--- src/rtl/core/ssc_pkg.sv ---
// Shared types and constants for the stick square-to-circle mapper.
// Used by the controller, the datapath and the top level; depends on nothing.
package ssc_pkg;

  localparam int unsigned AXIS_W      = 8;
  localparam int unsigned RAD_W       = 16;
  localparam int unsigned ROOT_W      = 8;
  localparam int unsigned REM_W       = 11;
  localparam int unsigned MAG_W       = 15;
  localparam int unsigned ROOT_STEPS  = 8;
  localparam int unsigned CNT_W       = 3;
  localparam int unsigned NUM_LANES   = 2;

  localparam logic [16:0] RAD_BASE    = 17'd32768;
  localparam logic [7:0]  DIVISOR     = 8'd181;
  // floor(2^16 / 181): the quotient estimate is exact or one short.
  localparam logic [8:0]  RECIP       = 9'd362;
  localparam logic [7:0]  ROOT_MIN    = 8'd128;
  localparam logic [9:0]  CENTER      = 10'd128;
  localparam logic [9:0]  OUT_MAX     = 10'd255;

  typedef enum logic [2:0] {
    S_IDLE,
    S_SQUARE,
    S_ROOT,
    S_MUL,
    S_RECIP,
    S_FIX,
    S_HOLD
  } state_t;

  typedef struct packed {
    logic load;
    logic square;
    logic root_step;
    logic mul;
    logic recip;
    logic fix;
    logic publish;
  } dp_cmd_t;

endpackage

--- src/rtl/core/stick_square_to_circle.sv ---
// Top level of the stick square-to-circle mapper: ties the controller
// ssc_ctrl to the datapath ssc_dp. Depends on ssc_pkg.
//
// One stick sample (x, y, centered at 128) goes in per input beat, and one
// circle-mapped (x, y) comes out per output beat. Each sample passes through
// a square step, eight iterations of the per-lane digit-by-digit square root,
// then a multiply, a reciprocal divide by 181 and a correction step; no new
// sample is taken until the last result has moved into the output register.
// The result sits in that register, so the next sample is taken while it
// waits. The block holds no state between samples.
module stick_square_to_circle
  import ssc_pkg::*;
(
  input  logic              clk,
  input  logic              rst_n,
  input  logic              in_valid,
  output logic              in_stall,
  input  logic [AXIS_W-1:0] in_axis_x,
  input  logic [AXIS_W-1:0] in_axis_y,
  output logic              out_valid,
  input  logic              out_stall,
  output logic [AXIS_W-1:0] out_round_x,
  output logic [AXIS_W-1:0] out_round_y
);

  dp_cmd_t cmd;

  ssc_ctrl u_ctrl (
    .clk       (clk),
    .rst_n     (rst_n),
    .in_valid  (in_valid),
    .in_stall  (in_stall),
    .out_valid (out_valid),
    .out_stall (out_stall),
    .cmd       (cmd)
  );

  ssc_dp u_dp (
    .clk     (clk),
    .rst_n   (rst_n),
    .cmd     (cmd),
    .axis_x  (in_axis_x),
    .axis_y  (in_axis_y),
    .round_x (out_round_x),
    .round_y (out_round_y)
  );

endmodule

--- src/rtl/core/ssc_ctrl.sv ---
// Sequencing controller for the stick mapper: walks one sample through the
// square, root, multiply and divide steps. Depends on ssc_pkg.
module ssc_ctrl
  import ssc_pkg::*;
(
  input  logic    clk,
  input  logic    rst_n,
  input  logic    in_valid,
  output logic    in_stall,
  output logic    out_valid,
  input  logic    out_stall,
  output dp_cmd_t cmd
);

  state_t           state_r, state_nxt;
  logic [CNT_W-1:0] cnt_r, cnt_nxt;
  logic             out_valid_r, out_valid_nxt;
  logic             out_free;

  assign out_free  = !out_valid_r || !out_stall;
  assign in_stall  = (state_r != S_IDLE);
  assign out_valid = out_valid_r;

  always_ff @(posedge clk) begin
    if (!rst_n) begin
      state_r     <= S_IDLE;
      cnt_r       <= '0;
      out_valid_r <= 1'b0;
    end else begin
      state_r     <= state_nxt;
      cnt_r       <= cnt_nxt;
      out_valid_r <= out_valid_nxt;
    end
  end

  always_comb begin
    state_nxt     = state_r;
    cnt_nxt       = cnt_r;
    cmd           = '0;
    out_valid_nxt = out_valid_r && out_stall;
    unique case (state_r)
      S_IDLE: begin
        if (in_valid) begin
          cmd.load  = 1'b1;
          state_nxt = S_SQUARE;
        end
      end
      S_SQUARE: begin
        cmd.square = 1'b1;
        cnt_nxt    = '0;
        state_nxt  = S_ROOT;
      end
      S_ROOT: begin
        cmd.root_step = 1'b1;
        cnt_nxt       = cnt_r + 1'b1;
        if (cnt_r == CNT_W'(ROOT_STEPS - 1)) begin
          state_nxt = S_MUL;
        end
      end
      S_MUL: begin
        cmd.mul   = 1'b1;
        state_nxt = S_RECIP;
      end
      S_RECIP: begin
        cmd.recip = 1'b1;
        state_nxt = S_FIX;
      end
      S_FIX: begin
        cmd.fix   = 1'b1;
        state_nxt = S_HOLD;
      end
      S_HOLD: begin
        // The result moves into the output register once it is empty or draining.
        if (out_free) begin
          cmd.publish   = 1'b1;
          out_valid_nxt = 1'b1;
          state_nxt     = S_IDLE;
        end
      end
      default: begin
        state_nxt = S_IDLE;
      end
    endcase
  end

  a_publish_free: assert property (@(posedge clk) disable iff (!rst_n)
    cmd.publish |-> (!out_valid_r || !out_stall))
    else $error("result published over an untaken output beat");

  a_accept_starts: assert property (@(posedge clk) disable iff (!rst_n)
    (in_valid && !in_stall) |=> (state_r == S_SQUARE))
    else $error("accepted beat did not start the square step");

  a_root_count: assert property (@(posedge clk) disable iff (!rst_n)
    (state_r == S_SQUARE) |=> (state_r == S_ROOT && cnt_r == '0))
    else $error("root iteration did not start from step zero");

endmodule

--- src/rtl/core/ssc_dp.sv ---
// Datapath for the stick mapper: two lanes, each with a radicand, a
// digit-by-digit square root, a multiply and a reciprocal divide by 181.
// Depends on ssc_pkg; driven by commands from ssc_ctrl.
module ssc_dp
  import ssc_pkg::*;
(
  input  logic              clk,
  input  logic              rst_n,
  input  dp_cmd_t           cmd,
  input  logic [AXIS_W-1:0] axis_x,
  input  logic [AXIS_W-1:0] axis_y,
  output logic [AXIS_W-1:0] round_x,
  output logic [AXIS_W-1:0] round_y
);

  // Lane 0 produces the horizontal result, lane 1 the vertical one.
  logic signed [AXIS_W-1:0] n_r    [NUM_LANES];
  logic [RAD_W-1:0]         rad_r  [NUM_LANES];
  logic [REM_W-1:0]         rem_r  [NUM_LANES];
  logic [ROOT_W-1:0]        root_r [NUM_LANES];
  logic [MAG_W-1:0]         mag_r  [NUM_LANES];
  logic                     neg_r  [NUM_LANES];
  logic [ROOT_W-1:0]        est_r  [NUM_LANES];
  logic [AXIS_W-1:0]        res_r  [NUM_LANES];
  logic [AXIS_W-1:0]        out_r  [NUM_LANES];

  logic [RAD_W-1:0]         rad_nxt  [NUM_LANES];
  logic [REM_W-1:0]         rem_nxt  [NUM_LANES];
  logic [ROOT_W-1:0]        root_nxt [NUM_LANES];
  logic [MAG_W-1:0]         mag_nxt  [NUM_LANES];
  logic                     neg_nxt  [NUM_LANES];
  logic [ROOT_W-1:0]        est_nxt  [NUM_LANES];
  logic [AXIS_W-1:0]        res_nxt  [NUM_LANES];
  logic [MAG_W-1:0]         rmd      [NUM_LANES];

  always_comb begin
    logic signed [15:0]  sq;
    logic [16:0]         diff;
    logic [REM_W+1:0]    rem_sh;
    logic [REM_W+1:0]    trial;
    logic signed [16:0]  prod;
    logic [16:0]         prod_abs;
    logic [23:0]         scaled;
    logic [15:0]         back;
    logic [ROOT_W-1:0]   q;
    logic signed [9:0]   sq_off;
    logic signed [9:0]   r;
    for (int i = 0; i < NUM_LANES; i++) begin
      // The cross term of a lane comes from the other axis.
      sq       = 16'(n_r[NUM_LANES-1-i]) * 16'(n_r[NUM_LANES-1-i]);
      diff     = RAD_BASE - {1'b0, sq};
      rad_nxt[i] = diff[RAD_W-1:0];

      rem_sh   = {rem_r[i], rad_r[i][RAD_W-1 -: 2]};
      trial    = {3'b000, root_r[i], 2'b01};
      if (rem_sh >= trial) begin
        rem_nxt[i]  = REM_W'(rem_sh - trial);
        root_nxt[i] = {root_r[i][ROOT_W-2:0], 1'b1};
      end else begin
        rem_nxt[i]  = rem_sh[REM_W-1:0];
        root_nxt[i] = {root_r[i][ROOT_W-2:0], 1'b0};
      end

      prod       = 17'(n_r[i]) * 17'($signed({1'b0, root_r[i]}));
      prod_abs   = prod[16] ? 17'(-prod) : prod;
      mag_nxt[i] = prod_abs[MAG_W-1:0];
      neg_nxt[i] = prod[16];

      scaled     = {9'd0, mag_r[i]} * {15'd0, RECIP};
      est_nxt[i] = scaled[23:16];

      // The estimate is at most one short of the true quotient.
      back       = {8'd0, est_r[i]} * {8'd0, DIVISOR};
      rmd[i]     = MAG_W'({1'b0, mag_r[i]} - back);
      q          = (rmd[i] >= MAG_W'(DIVISOR)) ? est_r[i] + 1'b1 : est_r[i];
      sq_off     = neg_r[i] ? -$signed({2'b00, q}) : $signed({2'b00, q});
      r          = sq_off + $signed(CENTER);
      if (r < 0) begin
        res_nxt[i] = '0;
      end else if (r > $signed(OUT_MAX)) begin
        res_nxt[i] = OUT_MAX[AXIS_W-1:0];
      end else begin
        res_nxt[i] = r[AXIS_W-1:0];
      end
    end
  end

  always_ff @(posedge clk) begin
    if (cmd.load) begin
      n_r[0] <= $signed({~axis_x[AXIS_W-1], axis_x[AXIS_W-2:0]});
      n_r[1] <= $signed({~axis_y[AXIS_W-1], axis_y[AXIS_W-2:0]});
    end
    for (int i = 0; i < NUM_LANES; i++) begin
      if (cmd.square) begin
        rad_r[i]  <= rad_nxt[i];
        rem_r[i]  <= '0;
        root_r[i] <= '0;
      end
      if (cmd.root_step) begin
        rad_r[i]  <= {rad_r[i][RAD_W-3:0], 2'b00};
        rem_r[i]  <= rem_nxt[i];
        root_r[i] <= root_nxt[i];
      end
      if (cmd.mul) begin
        mag_r[i] <= mag_nxt[i];
        neg_r[i] <= neg_nxt[i];
      end
      if (cmd.recip) begin
        est_r[i] <= est_nxt[i];
      end
      if (cmd.fix) begin
        res_r[i] <= res_nxt[i];
      end
      if (cmd.publish) begin
        out_r[i] <= res_r[i];
      end
    end
  end

  assign round_x = out_r[0];
  assign round_y = out_r[1];

  a_root_range: assert property (@(posedge clk) disable iff (!rst_n)
    cmd.mul |-> (root_r[0] >= ROOT_MIN && root_r[0] <= DIVISOR &&
                 root_r[1] >= ROOT_MIN && root_r[1] <= DIVISOR))
    else $error("square root left its expected range");

  a_recip_close: assert property (@(posedge clk) disable iff (!rst_n)
    cmd.fix |-> (rmd[0] < MAG_W'(2 * 181) && rmd[1] < MAG_W'(2 * 181)))
    else $error("quotient estimate off by more than one");

endmodule
--- config.mk ---
export PLATFORM = sky130hd
export DESIGN_NAME = stick_square_to_circle
export DESIGN_NICKNAME = d
export VERILOG_FILES = /design/src/rtl/core/ssc_pkg.sv /design/src/rtl/core/stick_square_to_circle.sv /design/src/rtl/core/ssc_ctrl.sv /design/src/rtl/core/ssc_dp.sv
export SDC_FILE = /design/constraint.sdc
export NUM_CORES = 1
export LEC_CHECK = 0
export BUFFER_PORTS_ARGS = -buffer_cell sky130_fd_sc_hd__clkbuf_2
export CAP_MARGIN = 20
export CORE_UTILIZATION = 50
export CTS_BUF_LIST = sky130_fd_sc_hd__clkbuf_4
export DETAILED_ROUTE_END_ITERATION = 10
export PLACE_DENSITY = 0.68
export SLEW_MARGIN = 20
export SYNTH_ARGS = -nofsm -noshare
export SYNTH_HDL_FRONTEND = slang
export SYNTH_SLANG_ARGS = --single-unit
export TNS_END_PERCENT = 30
--- constraint.sdc ---
create_clock -name clk -period 14.4 [get_ports clk]
set_input_delay 0.72 -clock clk [delete_from_list [all_inputs] [get_ports clk]]
set_output_delay 0.72 -clock clk [all_outputs]
set_load 0.005 [all_outputs]
==> metrics, run 1 <==
outcome completed; Slew HR 39.2%; Crit path required time 14.98 ns; post-cts sizing count 0; share of cells above drive strength 1 4.10%; PnR Total Power 0.00432 W; clk slew on worst S/H paths 0.18 ns; Post-DRT Antenna Nets 0; TritonCTS Sinks 171; most common cell after layout, fill and taps aside inv_1; Detailed Place HPWL 40200 um; sequential share of power 17.8%; post-detailed-route wirelength per cell 14.6 um; DRC errors left 0; synth top area cells fa_1 22%, ha_1 21%, edfxtp_1 20%; htree depth 4; Core Region 49100 um^2; # IOs 38; CP Capture Type flop; total track usage 20.5%; most frequent cells in the layout 542 x inv_1, 410 x ha_1, 274 x fa_1; Seq cells post-synth 171; die footprint 50700 um^2; Layout Area Growth over Synthesis 4.75%; CTS root buf clkbuf_4; combinational share of power 75.5%; fin. max-slew vios 0; fmax 140 MHz; Post-CTS Setup Bufs 0; Post-CTS Hold Buffers 0; VDD IR max 0.000167 V; CTS tree built; Net Sw Frac 47.9%; PwrDens 166 nW/um^2; GP Congestion 0.875; CP delay by family, top adder cells; die width 225 um; Ys Warns 0; Cell Count, Final, Fillers Out 3308; P_leak 12.5 nW; Worst Skew 0.0432 ns; CP arrival 7.72 ns; synthesized area per cell 9.52 um^2; largest net degree at the start of global routing 68; max incr delay on CP 0.64 ns; Syn Nets 3321; Post-Synthesis Cells 2617; Max-cap violations 0; setup_tns 0 ns; Synth top area share 22.0%; Die Y 225 um; startpoint types flop; Seq/Total Area, Yosys 20.3%; Post-synth EDFFs 163; total number of vias 17413; Net Switching 0.00207 W; Overflow after GRT 0; endpoints failing hold 0; final wirelength 48200 um; crit path cell chain ha_1 -> inv_1 -> fa_1 -> fa_1 -> inv_1 -> fa_1 -> inv_1 -> ha_1 -> nand4_1 -> a21oi_1 -> o41ai_1 -> a21oi_1 -> mux2i_4 -> and4_1 -> nand3_1 -> mux2i_1 -> ha_1 -> inv_1 -> or4_1 -> o311a_1 -> a211o_1 -> mux2_4 -> a211oi_2; RSZ-0062 raised after global routing false; cell taking the most area after synthesis fa_1; slowest CP cell edfxtp_1; Nets 3327; CTS Buffer Depth 2; port buffer count 37; clock network fraction of total power 6.7%; # setup viols final 0; worst hold path class in -> reg; min Tclk post-route 7.14 ns; Least-Margin Pin Slew 0.912 ns; critical path class reg -> reg; Most Frequent Cell on Critical Path inv_1; initial DRC count 886; Buf/Inv on CP 4; Inserted Clock Buffers 17; global-route wire length before repair 84300 um; post-synthesis async set-or-reset flop share 0%; placed cell count 3267; Rows 81; number of global-route vias before repair 18206; Synth cell types 79; CP Max Fanout 12; Post-synth top flop edfxtp_1; Pint 0.00225 W; Post-Syn Area 24900 um^2; initial core utilization 50.8%; vias per inst 5.26; Clock Latency Late Sink 0.75 ns; Tcrit/Tclk final 49.6%; antenna violations before repair 2; drt first pass iters 5
[metal layers]
metal | vias to the layer above | routed length [um] | GRT usage [%]
li1 | 8628 | - | -
met1 | 8421 | 22100 | 26.2
met2 | 283 | 23600 | 35.8
met3 | 81 | 1510 | 2.95
met4 | 0 | 998 | 6.30
met5 | - | 0 | 0
[cell type report]
type	count	area, um^2
diodes	8	20.0
clock buffers	17	128
clock inverters	15	156
fillers	4524	23000
inverters	549	2060
multi-input cells	1839	17600
flip-flops and latches	171	5050
well taps	664	831
repair buffers	45	245
[power by group through the flow]
stage | Clock (W) | Combinational [W] | Sequential, W
after global placement | 0 | 0.00317 | 0.000781
after global routing | 0.000320 | 0.00376 | 0.000779
final | 0.000289 | 0.00326 | 0.000771
after detailed placement | 0 | 0.00328 | 0.000783
after floorplan | 0 | 0.00261 | 0.000753
after CTS | 0.000303 | 0.00331 | 0.000771
[synth_stat cells, types with 5 or more instances]
library cell	n
nor2b_1	17
or4_1	6
o21ai_1	6
a31oi_1	15
mux2i_1	19
xnor2_1	105
or2_2	5
a211oi_1	7
a21o_1	29
inv_1	543
nor4_1	6
o31ai_1	12
fa_1	274
o21a_1	29
o21ai_0	56
or3_1	15
nand4_1	10
o21bai_1	14
ha_1	410
nand3b_1	5
nor3b_1	8
edfxtp_1	163
nand3_1	24
o211ai_1	10
and3_1	10
a22o_1	9
nand2_1	177
nor2_1	199
and2_1	51
o22ai_1	7
a21boi_0	17
dfxtp_1	8
nor3_1	50
clkbuf_1	53
nand2b_1	18
xor2_1	49
a21oi_1	93
[state kept, by name, indices dropped and copies added (netlist names), 2 cells and up]
| register | cells |
|---|---|
| u_dp.est_r | 16 |
| u_dp.neg_r | 2 |
| u_dp.mag_r | 30 |
| u_dp.res_r | 16 |
| u_dp.root_r | 16 |
| u_dp.n_r | 16 |
| u_ctrl.cnt_r | 3 |
| u_dp.rad_r | 30 |
| u_dp.rem_r | 22 |
| u_ctrl.state_r | 3 |
| u_dp.out_r | 16 |
[per-stage QoR]
step                setup slack, ns  util, %  area, um^2  hold WS, ns
finish                         7.26     53.2       26100        0.139
global route                   6.80     53.2       26100       0.0523
CTS                            7.24     53.1       26100       0.0368
detailed placement             7.34     52.5       25800        0.405
global placement               7.62     52.5       25800        0.402
floorplan                      8.11        -       24900        0.400
[path summary, 6_finish.rpt]
kind | startpoint | endpoint | slack, ns | cells past startpoint
min | in_axis_x[5] | u_dp.n_r[0][5] | 0.14 | 1
max | u_dp.est_r[0][9] | u_dp.res_r[0][14] | 7.26 | 23
max reg2reg | u_dp.est_r[0][9] | u_dp.res_r[0][14] | 7.26 | 23
min reg2reg | u_dp.res_r[0][11] | u_dp.out_r[0][11] | 0.44 | 0
[cells by family after synthesis]
logic type | Yosys count | share of synthesized area (%)
mux | 26 | 1.16
simple gates | 615 | 11.6
flops | 171 | 20.3
fa+ha+maj | 684 | 42.6
compound gates | 357 | 9.54
xor+xnor | 157 | 5.64
buf+inv | 607 | 9.18
Note: power is estimated with default switching activity, not from simulation.
==> run 2, diff against run 1 <==
Clock period 14.4 ns to 7.4 ns, I/O delays scaled along.
==> run 2 against run 1 <==
  * Final cell count increased by 0.82%
  * Critical path depth increased by 1
  * Maximum frequency increased by 3.9%
  * Sequential share of layout area decreased by 0.20 points
  * Non-clock buffer count increased by 30
  * Wire length increased by 1.2%
  * Total power increased by 95%
  * Sequential cell count unchanged
  * Global-route usage increased by 0.23 points
  * Hold slack got worse by 0.025 ns
  * Worst setup slack got worse by 6.7 ns
  * Clock power increased by 100%
  * Critical path type unchanged
  * Critical endpoint unchanged
==> metrics, run 2 (synthesis gave the netlist of run 1 again) <==
outcome completed (unchanged); Rows 81 (unchanged); CP Max Fanout 16 (was 12); startpoint types flop (unchanged); VDD IR max 0.000342 V (was 0.000167 V); Tcrit/Tclk final 92.9% (was 49.6%); largest net degree at the start of global routing 68 (unchanged); port buffer count 37 (unchanged); Detailed Place HPWL 40500 um (was 40200 um); Max-cap violations 0 (unchanged); drt first pass iters 5 (unchanged); top flop regs u_dp.mag_r (30), u_dp.rad_r (30), u_dp.rem_r (22) (unchanged); Crit path required time 7.97 ns (was 14.98 ns); design area 26400 um^2 (was 26100 um^2); Post-DRT Antenna Nets 0 (unchanged); post-layout util 53.7% (was 53.2%); critical path class reg -> reg (unchanged); Layout Area Growth over Synthesis 5.86% (was 4.75%); Net Switching 0.00403 W (was 0.00207 W); clk slew on worst S/H paths 0.16 ns (was 0.18 ns); Clock Latency Late Sink 0.74 ns (was 0.75 ns); die footprint 50700 um^2 (unchanged); global-route wire length before repair 85400 um (was 84300 um); number of global-route vias before repair 18341 (was 18206); CTS tree built (unchanged); most common cell after layout, fill and taps aside inv_1 (unchanged); Slew HR 40.3% (was 39.2%); GP Congestion 0.922 (was 0.875); clock network fraction of total power 6.9% (was 6.7%); endpoints failing hold 0 (unchanged); Pint 0.00440 W (was 0.00225 W); CTS root buf clkbuf_4 (unchanged); fmax 146 MHz (was 140 MHz); combinational share of power 75.5% (about the same); CTS Buffer Depth 2 (unchanged); die width 225 um (unchanged); # setup viols final 0 (unchanged); sequential share of power 17.6% (was 17.8%); htree depth 4 (unchanged); RSZ-0062 raised after global routing false (unchanged); P_leak 12.7 nW (was 12.5 nW); total number of vias 17433 (was 17413); Overflow after GRT 0 (unchanged); Inserted Clock Buffers 17 (unchanged); worst hold path class in -> reg (unchanged); CP arrival 7.44 ns (was 7.72 ns); most frequent cells in the layout 542 x inv_1, 410 x ha_1, 274 x fa_1 (unchanged); # IOs 38 (unchanged); Net Sw Frac 47.8% (was 47.9%); PwrDens 320 nW/um^2 (was 166 nW/um^2); Core Region 49100 um^2 (unchanged); dpl ws 0.601 ns (was 7.34 ns); final wirelength 48700 um (was 48200 um); TritonCTS Sinks 171 (unchanged); Die Y 225 um (unchanged); fin. max-slew vios 0 (unchanged); antenna violations before repair 2 (unchanged); initial DRC count 822 (was 886); slack of the critical path 0.528 ns (was 7.26 ns); Least-Margin Pin Slew 0.895 ns (was 0.912 ns); share of cells above drive strength 1 4.54% (was 4.10%); CP Capture Type flop (unchanged); Worst Skew 0.0398 ns (was 0.0432 ns); initial core utilization 50.8% (unchanged); post-cts sizing count 0 (unchanged); total track usage 20.7% (was 20.5%); vias per inst 5.23 (was 5.26); setup_tns 0 ns (unchanged); DRC errors left 0 (unchanged); Nets 3357 (was 3327); post-detailed-route wirelength per cell 14.6 um (about the same); min Tclk post-route 6.87 ns (was 7.14 ns); PnR Total Power 0.00843 W (was 0.00432 W); dpl cell area 25900 um^2 (was 25800 um^2)
run 2: changes by cell type in the layout (fill, tap and decap cells not counted):
| cell | before | now |
|---|---|---|
| inv_6 | 1 | 5 |
| diode_2 | 8 | 5 |
| nor2_1 | 196 | 195 |
| clkinv_4 | 2 | 0 |
| clkinv_8 | 2 | 3 |
| clkinvlp_4 | 4 | 1 |
| buf_4 | 8 | 20 |
| nor2_2 | 3 | 4 |
| dlygate4sd3_1 | 0 | 18 |
run 2: critical path, stage by stage (launching register included):
cell      delay [ns]
edfxtp_1        0.72
ha_1            0.31
inv_1           0.08
fa_1            0.55
inv_1           0.05
ha_1            0.29
fa_1            0.54
inv_1           0.05
ha_1            0.41
a211oi_1        0.28
nor2_1          0.12
o41ai_1         0.37
a21oi_1         0.19
mux2i_4         0.20
and4_1          0.23
nand3_1         0.12
buf_4           0.21
xnor2_1         0.19
ha_1            0.28
inv_1           0.12
or4_1           0.52
o311a_1         0.15
a211o_1         0.25
mux2_4          0.30
a211oi_2        0.19
run 2: layout make-up:
type	count	area, um^2
timing repair buffer	75	515
tap	664	831
sequential	171	5050
clock inverter	15	168
antenna	5	12.5
fill	4427	22700
clock buffer	17	128
inverter	549	2060
multi-input combinational	1839	17600
run 2: timing repair:
| action | CTS | global route |
|---|---|---|
| endpoints found under the hold margin | 23 | 0 |
| buffers inserted | 0 | 0 |
| hold buffers | 18 | 0 |
| setup endpoints to repair | 0 | 0 |
run 2: stage by stage:
step                      cells  hold slack, ns
after CTS                  3330          0.0238
after floorplan            2617           0.400
final                      3335           0.114
after global placement     3280           0.401
after global routing       3335          0.0863
after detailed placement   3280           0.405
run 2: final timing paths:
path | startpoint | endpoint | slack, ns | cells past startpoint
worst max-delay path | u_dp.est_r[0][10] | u_dp.res_r[0][14] | 0.53 | 24
worst min-delay path | in_valid | u_ctrl.state_r[0] | 0.11 | 4
worst max register to register | u_dp.est_r[0][10] | u_dp.res_r[0][14] | 0.53 | 24
worst min register to register | u_dp.res_r[0][8] | u_dp.out_r[0][8] | 0.40 | 0
run 2: metal layers:
metal	GRT usage [%]	routed length, um	vias up
met5	0	0	-
met4	5.73	738	0
met3	2.37	1120	52
met2	37.0	24100	222
met1	26.5	22800	8487
li1	-	-	8672
run 2: power by group through the flow:
stage                     logic, W  clock network (W)  registers [W]
after floorplan            0.00509                  0        0.00147
after global placement     0.00620                  0        0.00151
after detailed placement   0.00638                  0        0.00151
after CTS                  0.00645           0.000613        0.00149
after global routing       0.00733           0.000643        0.00150
final                      0.00636           0.000582        0.00149
==> run 3, diff against run 2 <==
Settings changed: ABC_AREA from default to 1.
==> run 3 against run 2 <==
  * Critical path depth rose by 7
  * Global-route usage fell by 1.2 points
  * Area after synthesis rose by 5.1%
  * First-iteration DRC count rose by 0.61%
  * Total power rose by 40%
  * Non-clock buffer count fell by 9
  * Final cell count rose by 17%
  * Clock skew fell by 0.0040 ns
  * Via count rose by 8.0%
==> metrics, run 3 <==
min Tclk post-route 5.89 ns (was 6.87 ns); Seq/Total Area, Yosys 19.3% (was 20.3%); Inserted Clock Buffers 17 (unchanged); total number of vias 18836 (was 17433); total track usage 19.5% (was 20.7%); final wirelength 48400 um (was 48700 um); GP Congestion 0.898 (was 0.922); critical path class reg -> reg (unchanged); post-synthesis async set-or-reset flop share 0% (unchanged); design area 27500 um^2 (was 26400 um^2); Commonest cells post-synth 814 x inv_1, 677 x nand2_1, 410 x ha_1 (was 543 x inv_1, 410 x ha_1, 274 x fa_1); Rows 83 (was 81); Clock Latency Late Sink 0.73 ns (was 0.74 ns); CP Capture Type flop (unchanged); vias per inst 4.81 (was 5.23); die footprint 53200 um^2 (was 50700 um^2); P_leak 15.0 nW (was 12.7 nW); CP arrival 6.38 ns (was 7.44 ns); outcome completed (unchanged); Post-DRT Antenna Nets 0 (unchanged); largest net degree at the start of global routing 52 (was 68); antenna violations before repair 2 (unchanged); dpl ws 1.52 ns (was 0.601 ns); Most Frequent Cell on Critical Path nand2_1; most common cell in the synthesized netlist inv_1 (unchanged); Nets 3922 (was 3357); CTS Buffer Depth 2 (unchanged); most frequent cells in the layout 814 x inv_1, 676 x nand2_1, 410 x ha_1 (was 542 x inv_1, 410 x ha_1, 274 x fa_1); PwrDens 429 nW/um^2 (was 320 nW/um^2); Tcrit/Tclk final 79.6% (was 92.9%); Post-synth top flop edfxtp_1 (unchanged); CTS tree built (unchanged); PnR Total Power 0.0118 W (was 0.00843 W); htree depth 4 (unchanged); cell taking the most area after synthesis fa_1 (unchanged); synth top area cells fa_1 21%, ha_1 20%, edfxtp_1 19% (was fa_1 22%, ha_1 21%, edfxtp_1 20%); share of cells above drive strength 1 5.26% (was 4.54%); Seq cells post-synth 171 (unchanged); CP Max Fanout 10 (was 16); Core Region 51500 um^2 (was 49100 um^2); Final Hold Slack 0.345 ns (was 0.114 ns); CTS root buf clkbuf_4 (unchanged); top flop regs u_dp.mag_r (30), u_dp.rad_r (30), u_dp.rem_r (22) (unchanged); die width 231 um (was 225 um); worst hold path class in -> reg (unchanged); Synth cell types 54 (was 79); fin. max-slew vios 0 (unchanged); port buffer count 37 (unchanged); Syn Nets 3902 (was 3321); # IOs 38 (unchanged); slack of the critical path 1.51 ns (was 0.528 ns); global-route wire length before repair 85400 um (about the same); # setup viols final 0 (unchanged); drt first pass iters 5 (unchanged); startpoint types flop (unchanged); TritonCTS Sinks 171 (unchanged); number of global-route vias before repair 18913 (was 18341); fmax 170 MHz (was 146 MHz); Post-Syn Area 26200 um^2 (was 24900 um^2); Die Y 231 um (was 225 um); Synth top area share 21.0% (was 22.0%); Ys Warns 0 (unchanged); max incr delay on CP 0.53 ns (was 0.72 ns); Crit path required time 7.88 ns (was 7.97 ns); Post-synth EDFFs 163 (unchanged); initial core utilization 50.8% (about the same); synthesized area per cell 8.18 um^2 (was 9.52 um^2); VDD IR max 0.000438 V (was 0.000342 V); post-detailed-route wirelength per cell 12.4 um (was 14.6 um); Slew HR 43.2% (was 40.3%); most common cell after layout, fill and taps aside inv_1 (unchanged); Worst Skew 0.0358 ns (was 0.0398 ns); Least-Margin Pin Slew 0.849 ns (was 0.895 ns); clk slew on worst S/H paths 0.17 ns (was 0.16 ns); Post-Synthesis Cells 3198 (was 2617); initial DRC count 827 (was 822); setup_tns 0 ns (unchanged); dpl cell area 27000 um^2 (was 25900 um^2); Max-cap violations 0 (unchanged); Layout Area Growth over Synthesis 5.20% (was 5.86%); Overflow after GRT 0 (unchanged); DRC errors left 0 (unchanged); endpoints failing hold 0 (unchanged); Detailed Place HPWL 40900 um (was 40500 um); RSZ-0062 raised after global routing false (unchanged); slowest CP cell fa_1 (was edfxtp_1); post-cts sizing count 0 (unchanged); fill count 4931 (was 4427)
run 3: kinds of logic after synthesis:
kind of cell / count (synthesis) / share of synthesized area, %
AND/OR/NAND/NOR: 1063 / 17.4
buffers and inverters: 895 / 12.9
adder cells (fa/ha/maj): 684 / 40.6
AO/OA/AOI/OAI: 255 / 5.46
flip-flops: 171 / 19.3
XOR/XNOR: 130 / 4.35
run 3: routing by layer:
layer  wire [um]  vias to the layer above  global-route usage, %
li1            -                     9890                      -
met1       23100                     8749                   25.4
met2       23600                      164                   34.3
met3        1050                       33                   2.29
met4         609                        0                   4.93
met5           0                        -                      0
run 3: path summary, 6_finish.rpt:
path                    start                to  slack [ns]  cells after the start
min              in_axis_x[4]    u_dp.n_r[0][4]        0.34                      2
max          u_dp.est_r[0][1]  u_dp.res_r[0][3]        1.51                     31
min reg2reg  u_dp.res_r[0][8]  u_dp.out_r[0][8]        0.44                      0
max reg2reg  u_dp.est_r[0][1]  u_dp.res_r[0][3]        1.51                     31
run 3: repair_timing:
item,in CTS,in global routing
setup buffers,0,0
hold buffers,20,0
hold endpoints to repair,23,0
run 3: where the power goes:
| part | total [W] | internal, W | leakage [nW] | switching, W |
|---|---|---|---|---|
| registers | 0.00170 | 0.00155 | 1.59 | 0.000149 |
| logic | 0.00952 | 0.00379 | 13.3 | 0.00573 |
| clock network | 0.000585 | 0.000186 | 0.162 | 0.000399 |
| total | 0.0118 | 0.00552 | 15.0 | 0.00628 |
run 3: through the flow:
stage                     utilization, %  std cells
after floorplan                        -       3198
after global placement              52.5       3859
after detailed placement            52.5       3859
after CTS                           53.4       3911
after global routing                53.4       3913
final                               53.4       3913
run 3: final cells by class:
type	instances	area (um^2)	area share [%]
multi-input combinational	2132	17800	64.5
sequential	171	5050	18.4
inverter	830	3120	11.3
tap	680	851	3.09
timing repair buffer	66	453	1.65
clock inverter	14	149	0.541
clock buffer	18	135	0.491
antenna	2	5.00	0.0182
run 3: worst max-delay path: cells and delay by family (launching register included):
kind | cells | cell delay (ns)
adders and majority gates | 7 | 2.61
AOI/OAI and AO/OA | 4 | 0.67
and+or+nand+nor | 15 | 1.36
DFF | 1 | 0.51
xor gates and xnor gates | 1 | 0.18
buffers and inverters | 4 | 0.29
